==> src/rtl/uvs_divider.sv <==
// Pipelined restoring divider, one quotient bit per stage.
`timescale 1ns / 1ps
`default_nettype none
module uvs_divider #(
	parameter int NUM_W = 42,
	parameter int DEN_W = 10,
	parameter int TAG_W = 8
) (
	input wire logic clk,
	input wire logic en,
	input wire logic [NUM_W-1:0] num,
	input wire logic [DEN_W-1:0] den,
	input wire logic [TAG_W-1:0] tag_in,
	output logic [NUM_W-1:0] quot,
	output logic [TAG_W-1:0] tag_out
);

	logic [NUM_W-1:0] q_s [NUM_W+1];
	logic [DEN_W:0] rem_s [NUM_W+1];
	logic [DEN_W-1:0] den_s [NUM_W+1];
	logic [TAG_W-1:0] tag_s [NUM_W+1];

	assign q_s[0] = num;
	assign rem_s[0] = '0;
	assign den_s[0] = den;
	assign tag_s[0] = tag_in;

	// Each stage shifts in one numerator bit and tries a subtraction.
	for (genvar i = 0; i < NUM_W; i++) begin : g_stage
		logic [DEN_W+1:0] sh;
		logic [DEN_W+1:0] df;
		always_comb begin
			sh = {rem_s[i], q_s[i][NUM_W-1]};
			df = sh - {2'b00, den_s[i]};
		end
		always_ff @(posedge clk) begin
			if (en) begin
				if (!df[DEN_W+1]) begin
					rem_s[i+1] <= df[DEN_W:0];
					q_s[i+1] <= {q_s[i][NUM_W-2:0], 1'b1};
				end else begin
					rem_s[i+1] <= sh[DEN_W:0];
					q_s[i+1] <= {q_s[i][NUM_W-2:0], 1'b0};
				end
				den_s[i+1] <= den_s[i];
				tag_s[i+1] <= tag_s[i];
			end
		end
	end

	assign quot = q_s[NUM_W];
	assign tag_out = tag_s[NUM_W];

endmodule
`default_nettype wire

==> config.mk <==
export PLATFORM = sky130hd
export DESIGN_NAME = uvs_divider
export DESIGN_NICKNAME = d
export VERILOG_FILES = /design/src/rtl/uvs_divider.sv
export SDC_FILE = /design/constraint.sdc
export NUM_CORES = 2
export LEC_CHECK = 0
export ABC_AREA = 1
export ABC_CLOCK_PERIOD_IN_PS = 2460
export CAP_MARGIN = 30
export CORE_MARGIN = 5
export CORE_UTILIZATION = 35
export CTS_BUF_LIST = sky130_fd_sc_hd__clkbuf_4 sky130_fd_sc_hd__clkbuf_8 sky130_fd_sc_hd__clkbuf_16
export CTS_CLUSTER_SIZE = 25
export DETAILED_ROUTE_END_ITERATION = 10
export DONT_BUFFER_PORTS = 1
export SYNTH_ARGS = -nofsm -noshare
export SYNTH_HDL_FRONTEND = slang
export SYNTH_SLANG_ARGS = --single-unit
==> constraint.sdc <==
create_clock -name clk -period 2.46 [get_ports clk]
set_clock_uncertainty 0.2 [all_clocks]
set_input_delay 0 -clock clk [delete_from_list [all_inputs] [get_ports clk]]
set_output_delay 0 -clock clk [all_outputs]
set_load 0.02 [all_outputs]
==> flow_results.org <==
** Placed design
- The congestion estimate from routability-driven global placement came to 0.8618.
- Placed cell area :: 132300 sq um
- Once detailed placement completed, the half-perimeter wirelength came to 151900 um.
- IO buf count :: 0

** Timing
- The final max-slew violation count is 0.
- Total count of hold-check failures in the final report :: 295
- Fmax achieved :: 0.4221 GHz
- Setup tns final :: 0 ns
- Across all hold checks on the routed design, the worst slack comes to -0.9658 ns.
- Headroom to the max-slew limit came out at 0.1545.
- At the pin with the least slew margin, the transition time is 1.268 ns.
- Final setup viols :: 0
- Final period util :: 0.9630
- Post-layout minimum cycle time :: 2.369 ns

** Floorplanning
- Die W :: 607.1 um
- The initial utilization of the core area, before any placement, comes to 0.3509.
- For this design the top-level I/O count stands at 112.
- In this run the standard cell core region covers 355700 sq um.
- The floorplan has 219 rows.
- The floorplan step defined a die boundary enclosing 368600 sq um.
- In this run the vertical extent of the chip is 607.1 um.

** Setup path
- Required time at the worst-slack endpoint :: 2.88 ns
- Critical Path Stages :: 10
- Cells along the critical path :: dlygate4sd3_1 > inv_1 > dlygate4sd3_1 > ha_1 > dlygate4sd3_1 > inv_1 > ha_1 > nand4_1 > nand2_1 > o21ai_0
- The slowest stage of the critical path is the sky130_fd_sc_hd__dlygate4sd3_1 cell.
- CP most frequent cell :: sky130_fd_sc_hd__dlygate4sd3_1
- Broken down by cell family, the worst path's largest delay share belongs to buffers and inverters.
- For the worst setup path, the data arrival time is 2.79 ns.
- Path type of the worst setup path :: in -> reg
- The critical path ends at g_stage[1].sh[1]$_DFFE_PP_.
- Nature of the critical path startpoint :: input pin
- Highest cell delay on the worst timing path :: 0.59 ns
- Critical Path Fanout Max :: 8
- The worst register-to-register path has a depth of 12.
- Endpoint of the lowest-slack register-to-register path :: g_stage[17].sh[7]$_DFFE_PP_
- Critical path buffer and inverter count :: 5
- Across all register-to-register paths, the minimum setup slack is 0.11 ns.
- Worst setup path startpoint :: num[41]
- The worst register-to-register path begins at den_s[264]$_DFFE_PP_.
- Type of element capturing the critical path :: register

** Logic synthesis
- Most area-hungry cell type in the Yosys netlist :: sky130_fd_sc_hd__edfxtp_1
- Post-synthesis sequential element count :: 2961
- Area fraction of the dominant cell type after synthesis :: 0.7125
- Share of flip-flops with an asynchronous set or reset :: 0
- For this run, the register share of the synthesized area comes to 0.7125.
- Cells taking the most area after synthesis :: sky130_fd_sc_hd__edfxtp_1 (71%), sky130_fd_sc_hd__nand2_1 (8.5%), sky130_fd_sc_hd__nand3_1 (4.5%)
- Among all flip-flop cells after synthesis, the most frequent one is sky130_fd_sc_hd__edfxtp_1.
- Number of enable flip-flop cells after synthesis :: 2961
- Netlist area before placement :: 124800 sq um
- Synthesis produced a netlist whose cell count is 10.07k.
- Ranked by instance count, the synthesized netlist is headed by sky130_fd_sc_hd__edfxtp_1 (2961), sky130_fd_sc_hd__nand2_1 (2839), sky130_fd_sc_hd__inv_1 (1396).
- Post-synthesis cell type count :: 32
- A synthesized cell averages 12.40 sq um.
- Most repeated cell in the gate-level netlist after synthesis :: sky130_fd_sc_hd__edfxtp_1
- For this run, the number of Yosys warnings is 0.

** Finish
- Nets@finish :: 11.27k
- Compared with the post-synthesis result, the final layout area differs by 16.88%.
- For this run, the share of the core covered by cells in the final layout is 0.4101.
- Layout cell share with drive strength beyond 1 :: 0.1200
- Finished Cell Area :: 145900 sq um

** Run
- Max-cap violations in this run came to 0.

** Pwr
- For this design the ratio of total power to cell area is 1176 nW/um^2.
- For this design the static power due to leakage is 61.25 nW.
- IR drop worst, VDD :: 0.7534 mV
- After layout, the design draws a total of 0.1716 W.

** Clock network
- Num CTS Buffers :: 323
- Clock root buffer :: sky130_fd_sc_hd__clkbuf_16
- For this design, the sink count on the clock tree is 2961.
- After clock tree synthesis, the clock-pin slew on the worst setup and hold paths is 0.06 ns.
- Deepest clock path buffer count :: 4
- Hold repair after CTS inserted 157 buffers.
- CTS tree :: done
- The later pin in the worst-skew pair is clocked with a latency of 0.90 ns.
- Deepest level of the CTS H-tree :: 5

** GRT
- Entering global routing, the biggest net connects 266 pins.
- The number of antenna violations at the first check in global routing was 2.
- The number of global-route vias before repair was 67.78k.
- For this run, the total global-route usage over all layers was measured as 0.1223.
- The first global-routing pass estimated 366500 um of wire.
- Overflow after GRT :: 0

** Route
- Number of vias per cell :: 4.470
- Routed via count :: 70.51k
- Post-DR wirelength/cell :: 14.66 um
- Number of design-rule violations left by the first detailed-router iteration :: 4935
- After detailed routing, the number of remaining DRC violations is 0.
- Total Wirelength :: 231200 um
- Detailed-routing iteration count for the pre-antenna-repair pass :: 6
- Once detail routing completed, the nets flagged for antenna violations numbered 0.

** Hold path
- Worst min-delay path category :: in -> reg

** Status
- Run status :: complete, but fails checks
- The final reports fail on negative hold slack.
placed cells by master, fill, tap and decap left out, types with 60 or more instances in the layout:
master / count
sky130_fd_sc_hd__inv_1: 1395
sky130_fd_sc_hd__nor2_1: 353
sky130_fd_sc_hd__clkbuf_16: 332
sky130_fd_sc_hd__xor2_1: 80
sky130_fd_sc_hd__nand3_1: 1117
sky130_fd_sc_hd__nand2_2: 90
sky130_fd_sc_hd__buf_4: 294
sky130_fd_sc_hd__clkinv_1: 70
sky130_fd_sc_hd__a21oi_1: 123
sky130_fd_sc_hd__nand3_2: 122
sky130_fd_sc_hd__nand2_1: 2821
sky130_fd_sc_hd__inv_2: 60
sky130_fd_sc_hd__edfxtp_1: 2961
sky130_fd_sc_hd__ha_1: 378
sky130_fd_sc_hd__nand4_1: 161
sky130_fd_sc_hd__dlygate4sd3_1: 152
registers in the layout, indices dropped and copies added, names as in the netlist:
register and flops:
tag_s 328, g_stage.sh 492, den_s 410, quot 42, q_s 1681, tag_out 8
power by group:
part | switching [W] | leakage, nW | total [W] | internal, W
Clock | 0.0198 | 5.30 | 0.0482 | 0.0284
Combinational | 0.0330 | 26.9 | 0.0534 | 0.0204
Sequential | 0.00442 | 29.0 | 0.0699 | 0.0655
cell type report:
class,instances,area (sq um)
antenna,2,5.005
fill,33300,209800
timing repair buffer,489,4836
multi-input combinational,5525,29940
tap,4751,5944
clock buffer,380,8651
clock inverter,210,2110
inverter,1455,5461
sequential,2961,88920
stage by stage:
| stage | hold slack (ns) | instances | setup slack, ns |
|---|---|---|---|
| finish | -0.9658 | 15770 | 0.09096 |
| global route | -1.046 | 15770 | -0.01511 |
| CTS | -1.089 | 15740 | 0.01611 |
| detailed placement | -0.1011 | 14990 | -2.711 |
| global placement | -0.1011 | 14990 | -2.583 |
| floorplan | -0.1011 | 10070 | 0.4392 |
how the worst min path moves through the flow:
| stage | start | endpoint | cells after the start |
|---|---|---|---|
| finish | en | q_s[1723]$_DFFE_PP_ | 0 |
| global route | en | q_s[1723]$_DFFE_PP_ | 0 |
| CTS | en | q_s[1723]$_DFFE_PP_ | 0 |
| detailed placement | num[26] | q_s[1749]$_DFFE_PP_ | 0 |
| global placement | num[29] | q_s[1752]$_DFFE_PP_ | 0 |
| floorplan | den[0] | den_s[410]$_DFFE_PP_ | 0 |
per-layer routing:
metal	GRT usage	wire length, um	up-vias
met1	0.1695	107500	33050
met5	0	0	-
met4	0.03850	6582	0
met2	0.1995	107900	1247
li1	-	-	35810
met3	0.01717	9271	401
cell families (layout without fill, tap and decap cells):
| logic type | count (synthesis) | count (layout) | share of synthesized area |
|---|---|---|---|
| AND/OR/NAND/NOR | 4779 | 4780 | 0.1701 |
| AO/OA/AOI/OAI | 169 | 169 | 0.008161 |
| adder cells (fa/ha/maj) | 451 | 451 | 0.04762 |
| flip-flops | 2961 | 2961 | 0.7125 |
| other | 1 | 7 | 0.00003005 |
| buffers and inverters | 1585 | 2534 | 0.05319 |
| XOR/XNOR | 120 | 120 | 0.008421 |
timing repair:
item	CTS	global route
gates resized for setup	2	102
pin swaps	0	15
setup endpoints to repair	1321	399
gates cloned	8	2
setup buffers	0	25
endpoints found under the hold margin	608	295
No activity file was read; power rests on OpenSTA's default activity.
