`config.mk`:
```
export PLATFORM = sky130hd
export DESIGN_NAME = uvs_cordic_cell
export DESIGN_NICKNAME = d
export VERILOG_FILES = /design/src/rtl/uvs_pkg.sv /design/src/rtl/uvs_cordic_cell.sv
export SDC_FILE = /design/constraint.sdc
export NUM_CORES = 1
export LEC_CHECK = 0
export ABC_AREA = 0
export BUFFER_PORTS_ARGS = -buffer_cell sky130_fd_sc_hd__buf_2
export CORE_ASPECT_RATIO = 0.5
export CORE_UTILIZATION = 54
export CTS_CLUSTER_DIAMETER = 200
export DETAILED_ROUTE_END_ITERATION = 16
export PLACE_DENSITY = 0.83
export SLEW_MARGIN = 15
export SYNTH_ARGS = -nofsm -noshare
export SYNTH_HDL_FRONTEND = slang
export SYNTH_SLANG_ARGS = --single-unit
```
`constraint.sdc`:
```
create_clock -name clk -period 3.54 [get_ports clk]
set_input_delay 0.531 -clock clk [delete_from_list [all_inputs] [get_ports clk]]
set_output_delay 0.531 -clock clk [all_outputs]
set_load 0.05 [all_outputs]
```
`src/rtl/uvs_pkg.sv`:
```
// Package with types, constants and helper functions of the sphere vertex generator.
`timescale 1ns / 1ps
`default_nettype none
package uvs_pkg;

	localparam int CORDIC_STEPS = 20;
	localparam int ANG_W = 32;
	localparam int CW = 34;
	localparam logic signed [CW-1:0] CORDIC_GAIN = 34'sh026DD3B6A;
	localparam logic signed [CW-1:0] CORDIC_ONE = 34'sh040000000;

	// Register indexes of the configuration port.
	localparam logic [1:0] REG_RING = 2'd0;
	localparam logic [1:0] REG_SECTOR = 2'd1;
	localparam logic [1:0] REG_RADIUS = 2'd2;

	// Arctangent table in binary-angle units.
	function automatic logic signed [CW-1:0] atan_turn(input int i);
		logic signed [CW-1:0] t;
		begin
			case (i)
				0: t = 34'sh020000000;
				1: t = 34'sh012E4051E;
				2: t = 34'sh009FB385B;
				3: t = 34'sh0051111D4;
				4: t = 34'sh0028B0D43;
				5: t = 34'sh00145D7E1;
				6: t = 34'sh000A2F61E;
				7: t = 34'sh000517C55;
				8: t = 34'sh00028BE53;
				9: t = 34'sh000145F2F;
				10: t = 34'sh0000A2F98;
				11: t = 34'sh0000517CC;
				12: t = 34'sh000028BE6;
				13: t = 34'sh0000145F3;
				14: t = 34'sh00000A2FA;
				15: t = 34'sh00000517D;
				16: t = 34'sh0000028BE;
				17: t = 34'sh00000145F;
				18: t = 34'sh000000A30;
				19: t = 34'sh000000518;
				default: t = '0;
			endcase
			return t;
		end
	endfunction

	// Saturate to the signed 16-bit range.
	function automatic logic signed [15:0] sat16(input logic signed [CW:0] v);
		logic signed [15:0] r;
		begin
			if (v > 35'sd32767) begin
				r = 16'sh7FFF;
			end else if (v < -35'sd32768) begin
				r = 16'sh8000;
			end else begin
				r = v[15:0];
			end
			return r;
		end
	endfunction

	// Round a Q4.30 value to Q1.15 with ties up, then saturate.
	function automatic logic signed [15:0] to_q15(input logic signed [CW-1:0] v);
		logic signed [CW:0] t;
		begin
			t = ($signed({v[CW-1], v}) + 35'sd16384) >>> 15;
			return sat16(t);
		end
	endfunction

	// State handed from one CORDIC cell to the next, for both angles.
	typedef struct packed {
		logic signed [CW-1:0] px;
		logic signed [CW-1:0] py;
		logic signed [CW-1:0] pz;
		logic signed [CW-1:0] tx;
		logic signed [CW-1:0] ty;
		logic signed [CW-1:0] tz;
		logic [1:0] pquad;
		logic [1:0] tquad;
		logic [15:0] radius;
		logic [16:0] tex_u;
		logic [16:0] tex_v;
		logic [19:0] slot;
	} cell_data_t;

endpackage
`default_nettype wire

```
`src/rtl/uvs_cordic_cell.sv`:
```
// One CORDIC cell: a single micro-rotation for both angles, registered.
`timescale 1ns / 1ps
`default_nettype none
module uvs_cordic_cell #(
	parameter int STEP = 0
) (
	input wire logic clk,
	input wire logic en,
	input uvs_pkg::cell_data_t d_in,
	output uvs_pkg::cell_data_t d_out
);

	uvs_pkg::cell_data_t nx;
	localparam logic signed [uvs_pkg::CW-1:0] ATAN = uvs_pkg::atan_turn(STEP);

	// Rotate towards zero residual angle.
	always_comb begin
		nx = d_in;
		if (!d_in.pz[uvs_pkg::CW-1]) begin
			nx.px = d_in.px - (d_in.py >>> STEP);
			nx.py = d_in.py + (d_in.px >>> STEP);
			nx.pz = d_in.pz - ATAN;
		end else begin
			nx.px = d_in.px + (d_in.py >>> STEP);
			nx.py = d_in.py - (d_in.px >>> STEP);
			nx.pz = d_in.pz + ATAN;
		end
		if (!d_in.tz[uvs_pkg::CW-1]) begin
			nx.tx = d_in.tx - (d_in.ty >>> STEP);
			nx.ty = d_in.ty + (d_in.tx >>> STEP);
			nx.tz = d_in.tz - ATAN;
		end else begin
			nx.tx = d_in.tx + (d_in.ty >>> STEP);
			nx.ty = d_in.ty - (d_in.tx >>> STEP);
			nx.tz = d_in.tz + ATAN;
		end
	end

	always_ff @(posedge clk) begin
		if (en) begin
			d_out <= nx;
		end
	end

endmodule
`default_nettype wire

```
==> impl_metrics.py <==
metrics = {
    "setup_path": {
        "critPathKind": "in2reg",
        "cp.arrival_ns": 3.57,
        "slowest_delay_ns": 0.65,
        "cp-start-kind": "input port",
        "cp.required_ns": 3.86,
        "endpoint_kind": "register",
        "path_cells": "buf_2 > inv_1 > ha_1 > a21oi_1 > o21ai_0 > a211oi_1 > o21ai_0 > a211oi_1 > o21ai_0 > buf_4 > a2111oi_0 > o21bai_1 > xnor2_1",
        "crit_top_cell": "o21ai_0",
        "slowest_stage": "a2111oi_0",
        "critPathMaxFanout": 5,
    },
    "placed_design": {
        "place_area_um2": 24700,
        "hpwl_um": 62600,
        "place.gp.congestion": 1.04,
        "portBuffers": 557,
    },
    "global_routing": {
        "grtUsageTotal_pct": 39.3,
        "grt_start_max_net_pins": 97,
        "grt_pass1_wl_um": 114000,
        "overflow": 0,
        "grt_pass1_vias": 18600,
        "grt_antenna_before_repair": 15,
    },
    "status": {
        "outcome": "complete, no violations",
    },
    "sta": {
        "max-slew-margin-rel_pct": 47.4,
        "fmax_mhz": 308,
        "finalCritPeriodShare_pct": 91.8,
        "drv_slew": 0,
        "whs_ns": 0.127,
        "finalHoldViolCount": 0,
        "timing.final.crit_period_ns": 3.25,
        "tightest_slew_ns": 0.779,
        "setup-violations-final": 0,
        "tns_ns": 0,
        "grt_setup_unrepaired": "false",
    },
    "route": {
        "first_iter_violations": 2702,
        "drt_first_pass_iters": 6,
        "drc": 0,
        "wl_per_cell_um": 23.5,
        "drt_wl_total_um": 77300,
        "viasPerCell": 6.01,
        "ant_nets": 0,
        "vias": 19800,
    },
    "final_layout": {
        "stdcell_area_um2": 25600,
        "num-fill-cells": 2919,
        "syn2layout_area_growth_pct": 26.4,
        "reg_top3": "d_out x276",
        "largest_reg_flops": 276,
        "fin_nets": 3268,
        "multi_input_area_um2": 10800,
        "drive_gt1_share_pct": 29.5,
        "fin_util_pct": 70.2,
        "seqCellArea_um2": 8290,
        "largest-register": "d_out",
    },
    "power_and_ir_drop": {
        "switching_share_pct": 40.6,
        "worst_ir_drop_vdd_mv": 0.392,
        "leakage_nw": 11.7,
        "power.internal_w": 0.00719,
        "pwr_density_cell_nw_per_um2": 473,
        "combinationalPowerShare_pct": 40.1,
        "fin_total_pwr_w": 0.0121,
        "pwr-share-seq_pct": 35.3,
        "p_switching_w": 0.00491,
        "pwr-share-clk_pct": 24.7,
    },
    "synth": {
        "syn_avg_cell_area_um2": 9.64,
        "synth.net_count": 2591,
        "synthArstFlopShare_pct": 0,
        "yosysTopAreaCellShare_pct": 41.0,
        "syn_inst": 2099,
        "synth.ff_latch_count": 276,
        "syn_area_um2": 20200,
        "synth_cell_types": 84,
        "synth_enable_flop_cells": 276,
        "ys_top_cells_by_area": "edfxtp_1 41%, ha_1 13%, a21oi_1 6.0%",
        "synth.largest_area_cell": "edfxtp_1",
        "yosys_warnings": 0,
        "yosys_most_used_dff": "edfxtp_1",
        "ys_seq_area_share_pct": 41.0,
    },
    "clock_tree": {
        "clock-root-buffer": "clkbuf_16",
        "cts_buffers": 26,
        "htree_num_levels": 1,
        "cts_tree": "built",
        "cts_sinks": 276,
        "hold_buffers": 0,
        "post_cts_resized": 0,
        "clk_pin_slew_ns": 0.08,
        "post-cts-setup-buffers": 0,
        "clockBufferDepth": 3,
    },
    "die": {
        "ios": 558,
        "initial_core_util_pct": 55.6,
        "num_rows": 49,
        "design.core.area_um2": 36400,
        "dieArea_um2": 38300,
        "die_h_um": 139,
        "die_x_um": 276,
    },
    "hold_path": {
        "hold_path.class": "in2reg",
    },
    "job": {
        "cap_viol_max_count": 0,
    },
}
stage by stage:
step / std cells / setup slack [ns]
finish: 3292 / 0.291
global route: 3283 / 0.203
CTS: 3280 / 0.471
detailed placement: 3232 / -0.124
global placement: 3232 / -0.152
floorplan: 2099 / 0.532
routing by layer:
metal	GRT usage [%]	share of wire [%]	wire length (um)	vias to the layer above
met5	0	0.056	43	-
met4	9.17	2.6	2040	6
met3	8.28	11	8340	154
met2	60.0	44	34400	1202
met1	56.9	42	32600	9489
li1	-	-	-	8933
power by group through the flow:
stage / clock network (W) / registers (W) / logic (W)
floorplan: 0 / 0.00576 / 0.00168
CTS: 0.00300 / 0.00427 / 0.00476
detailed placement: 0 / 0.00433 / 0.00474
global route: 0.00311 / 0.00430 / 0.00507
global placement: 0 / 0.00432 / 0.00470
finish: 0.00298 / 0.00427 / 0.00485
logic make-up after synthesis:
family / after synthesis / synth area share [%]
xor gates and xnor gates: 131 / 5.67
and+or+nand+nor: 459 / 11.0
DFF: 276 / 41.0
buffers and inverters: 305 / 5.91
AOI/OAI and AO/OA: 683 / 21.4
adders and majority gates: 212 / 13.4
muxes: 33 / 1.66
Yosys cell counts (12+ instances only):
cell / n
nand3_1: 18
xnor2_1: 109
xor2_1: 22
inv_1: 211
a211oi_1: 22
buf_1: 18
o21a_1: 15
o21ai_0: 133
ha_1: 204
clkbuf_1: 45
a31oi_1: 24
or3_1: 12
edfxtp_1: 276
nand2_1: 92
buf_2: 26
a221oi_1: 12
o31ai_1: 25
nor2b_1: 28
nor2_1: 166
nor4_1: 17
o21bai_1: 43
nand2b_1: 20
nand4_1: 22
a21o_1: 53
nor3_1: 36
a21oi_1: 241
o211ai_1: 24
mux2i_1: 29
cell type report:
type                    instances  area share (%)
well taps                     484            2.37
inverters                     212            3.11
diodes                         12           0.117
flip-flops and latches        276            32.4
clock inverters                20           0.744
repair buffers                742            16.6
multi-input cells            1518            42.0
clock buffers                  28            2.66
cells in the final DEF (no fill, tap or decap), types with 24 or more instances in the layout:
cell / Yosys / routed
buf_4: 3 / 181
mux2i_1: 29 / 29
a21o_1: 53 / 53
edfxtp_1: 276 / 276
a21oi_1: 241 / 241
o211ai_1: 24 / 24
nand2_1: 92 / 92
o21bai_1: 43 / 43
nor2_1: 166 / 166
a31oi_1: 24 / 24
buf_2: 26 / 556
o31ai_1: 25 / 25
nor2b_1: 28 / 28
clkbuf_16: 0 / 27
ha_1: 204 / 204
inv_1: 211 / 211
o21ai_0: 133 / 133
xnor2_1: 109 / 109
nor3_1: 36 / 36
critical path, delay by kind of cell:
family | cells | cell delay (ns)
AOI/OAI and AO/OA | 8 | 2.28
xor gates and xnor gates | 1 | 0.08
adders and majority gates | 1 | 0.37
buffers and inverters | 3 | 0.32
final timing paths:
| path | to | startpoint | slack, ns | depth (start not counted) |
|---|---|---|---|---|
| worst max-delay path | d_out[173] | d_in[122] | 0.29 | 13 |
| worst min-delay path | d_out[53] | d_in[53] | 0.13 | 1 |
Note: power is estimated with default switching activity, not from simulation.
